<file path="config.mk">
export PLATFORM = sky130hd
export DESIGN_NAME = lobm_mod
export DESIGN_NICKNAME = d
export VERILOG_FILES = /design/src/sv/lobm_pkg.sv /design/src/sv/lobm_mod.sv
export SDC_FILE = /design/constraint.sdc
export NUM_CORES = 1
export LEC_CHECK = 0
export BUFFER_PORTS_ARGS = -buffer_cell sky130_fd_sc_hd__buf_2
export CAP_MARGIN = 10
export CORE_UTILIZATION = 40
export CTS_CLUSTER_SIZE = 30
export DETAILED_ROUTE_END_ITERATION = 8
export MAX_ROUTING_LAYER = met4
export SLEW_MARGIN = 20
export SYNTH_ARGS = -nofsm -noshare
export SYNTH_HDL_FRONTEND = slang
export SYNTH_SLANG_ARGS = --single-unit
</file>
<file path="constraint.sdc">
create_clock -name clk -period 5.39 [get_ports clk]
set_input_delay 0.2695 -clock clk [delete_from_list [all_inputs] [get_ports clk]]
set_output_delay 0.2695 -clock clk [all_outputs]
set_load 0.05 [all_outputs]
</file>
<file path="src/sv/lobm_pkg.sv">
// Package: book sizes, entry layout and modulus for the order book matcher.
`default_nettype none
package lobm_pkg;
  localparam int BookDepth = 64;
  localparam int IdxW = $clog2(BookDepth);
  localparam int CntW = $clog2(BookDepth + 1);
  localparam int SumW = 39;
  localparam logic [29:0] BacklogMod = 30'd1000000007;

  typedef logic [63:0] entry_t;
  typedef logic [IdxW-1:0] idx_t;
  typedef logic [CntW-1:0] cnt_t;
endpackage
`default_nettype wire

</file>
<file path="src/sv/lobm_mod.sv">
// Reduction of the running sum modulo 1e9+7 by folding the upper bits, then one final subtract.
`default_nettype none
module lobm_mod (
  input  wire                        clk,
  input  wire                        rst,
  input  wire                        go,
  input  wire [lobm_pkg::SumW-1:0]   sum,
  output logic                       done,
  output logic [29:0]                rem
);
  import lobm_pkg::*;

  // 2^30 mod (1e9+7); a value hi * 2^30 + lo is congruent to hi * FoldK + lo
  localparam logic [26:0] FoldK = 27'd73741817;
  // Three folds bring any 39-bit value below 2 * modulus
  localparam int Folds = 3;
  localparam int StW = $clog2(Folds + 1);

  logic [SumW-1:0] work;
  logic [StW-1:0]  step;
  logic            active;
  logic [35:0]     prod;
  logic [SumW-1:0] folded;

  // One fold: upper 9 bits times the constant, added to the lower 30 bits
  assign prod   = 36'(work[SumW-1:30]) * 36'(FoldK);
  assign folded = {{(SumW-30){1'b0}}, work[29:0]} + SumW'(prod);

  always_ff @(posedge clk) begin
    if (rst) begin
      active <= 1'b0;
      done   <= 1'b0;
    end else begin
      done <= 1'b0;
      if (go) begin
        active <= 1'b1;
        work   <= sum;
        step   <= StW'(Folds);
      end else if (active) begin
        if (step != '0) begin
          work <= folded;
          step <= step - StW'(1);
        end else begin
          // Value is below 2 * modulus here
          if (work >= SumW'(BacklogMod)) begin
            work <= work - SumW'(BacklogMod);
          end
          active <= 1'b0;
          done   <= 1'b1;
        end
      end
    end
  end

  assign rem = work[29:0];
endmodule
`default_nettype wire

</file>
==> metrics.txt <==
Initial Utilization about two fifths; max-slew violation count 0; die area around 0.021 sq mm; antenna-violating nets left 0; first-pass GRT wire length just under 40,000 microns; status finished, violations left; Ant. Diodes 0; top cell type's share of synthesized area 20.65%; CP top delay family adder cells; vias per inst around 5.3; Synth area leaders fa_1 21%, ha_1 17%, edfxtp_1 15%, inv_1 8.5%, xnor2_1 4.3%; unrepaired setup endpoints after global routing yes; Final Critical Period between 5000 and 6000 ps; Final setup viols 9; worst setup margin -199.1 ps; ys async rst share 0%; Post-Synthesis Cells ~930; Cell variety after synth just over 70; DR WL/cell 18.81 microns; Max Buffers Root-to-Sink 2; Clock Tree Root clkbuf_16; initial antenna violation count 0; DRC Markers 0; input/output buffers 72; Die Wd ~140 microns; core box area ~0.020 sq mm; vias in the first global route between 7,000 and 8,000; crit path capture type flop; largest net degree at the start of global routing 47; Seq/Total Area, Yosys between 15 and 20%; most frequent cell after synthesis inv_1; area of the multi-input gates around 0.0063 sq mm; Initial DRC Count a little over 400; Synth area leader fa_1; cell area after synthesis 0.008145 sq mm; Clk pin slew, worst setup/hold paths ~70 ps; critical path class reg -> reg; CTS Buf Count 5; CP peak stage delay 670 ps; Startpoint Class flop; Synth Flop Type edfxtp_1; CTS Sinks 43; failing checks setup timing; Area growth, synth to finish 23.16%; grt total ovfl 0; Final Cycle Share 103.7%; Ys Warns 0; Critical Path RT 5370 ps; CP Max Fanout 3; vias 7,106; CP cell instances fa_2 > inv_2 > fa_2 > inv_2 > fa_1 > fa_1 > inv_1 > fa_1 > inv_2 > ha_4 > a21oi_4 > a21oi_2 > a211o_2 > o31a_1 > o31a_1 > a211oi_2 > xor2_1 > a21oi_1; max cap viols 0; Post-synth top cells 185 x inv_1, 108 x ha_1, 84 x fa_1; Worst Path Buf+Inv 4; clock skew around 6.4 ps; # fillers ~1,900; Die H ~140 microns; CTS Hold Bufs 0; Slew headroom between 20% and 30%; DP Wirelength between 20,000 and 25,000 microns; Seq cells post-synth between 40 and 50; fmax 178.9 MHz; Row Count 51; FF/Latch Area 0.001271 sq mm; CTS tree yes; pre-CTS WS -413.4 ps; worst hold path class in -> reg; H-tree levels 2; layout cells sized above 1 26.53%; GR Util All Layers about a quarter; Syn Area/Cell 8.740 sq um; setup_tns -906.2 ps; Post-synth EDFFs approximately 40; pin slew with the least headroom to its limit approximately 1200 ps; Clk Latency, worst-skew pair ~300 ps; Final Hold Viols 0; Fin Hold WS between 150 and 200 ps; Slowest-stage cell, CP fa_2; arrival time at the worst endpoint about 5600 ps; Mapped Nets between 1,000 and 1,500; num ports 73; Post-Route WL about 25,000 microns; r2r setup slk -200 ps; NumNets Final 1,311; RePlAce Congestion 0.9845; DRT Pass-1 Iters 5
-- registers in the layout, indices dropped and copies added, names as in the netlist --
name and cells:
active 1, done 1, step 2, work 39
-- layout by cell type (no fill, tap or decap), drive strengths merged, types with 4 or more instances in the layout --
master and instances:
clkbuf 6, o31ai 7, and3 8, nand3 18
nand2 60, xor2 15, a31oi 10, nor3 16
or2 4, nor2 49, ha 108, a211oi 13
nand4 6, fa 84, o211ai 7, xnor2 40
o22ai 7, o21bai 5, o21a 12, edfxtp 41
inv 185, o21ai 42, a21boi 4, a21o 12
buf 188, o31a 5, a21oi 63, or3 5
and2 4
-- kinds of logic (layout without fill, tap and decap cells) --
kind of cell	after synthesis	in the layout	synth area share, %
xor gates and xnor gates	55	55	5.914
adders and majority gates	192	192	37.24
buffers and inverters	237	383	12.32
DFF	43	43	15.61
and+or+nand+nor	189	189	11.15
AOI/OAI and AO/OA	210	210	16.99
muxes	6	6	0.7834
-- path summary, 6_finish.rpt --
path,from,end,cells after the start
setup / recovery,work[36]$_DFFE_PP_,work[34]$_DFFE_PP_,18
hold / removal,rst,done$_SDFF_PP0_,2
setup reg to reg,work[36]$_DFFE_PP_,work[34]$_DFFE_PP_,18
hold reg to reg,active$_SDFF_PP0_,done$_SDFF_PP0_,1
-- what timing repair did --
item / 4_1_cts / 5_1_grt
resized for setup: 30 / 51
endpoints found under the setup margin: 17 / 21
cloned: 0 / 0
buffers inserted: 5 / 5
pin swaps: 18 / 20
-- cell type report --
type | count | area share, %
Clock buffer | 6 | 1.285
Timing Repair Buffer | 188 | 12.61
Multi-Input combinational cell | 652 | 62.51
Sequential cell | 43 | 12.67
Inverter | 187 | 7.022
Clock inverter | 2 | 0.5987
Tap cell | 265 | 3.305
-- per-stage QoR --
step           cells  area (sq um)  util, %
6_report        1343         10030    50.88
5_1_grt         1343         10030    50.88
4_1_cts         1338          9779    49.60
3_5_place_dp    1325          9420    47.78
3_3_place_gp    1325          9420    47.78
2_1_floorplan    932          8229        -
-- routing by layer --
metal	global-route usage [%]	vias up	wire, microns
li1	-	3388	-
met1	31.77	3461	10750
met5	-	-	0
met4	7.202	0	609
met2	45.17	214	12720
met3	2.567	43	1179
Power is not shown: default switching activity piles up to over one toggle a cycle in this logic, so the estimate is an artifact.
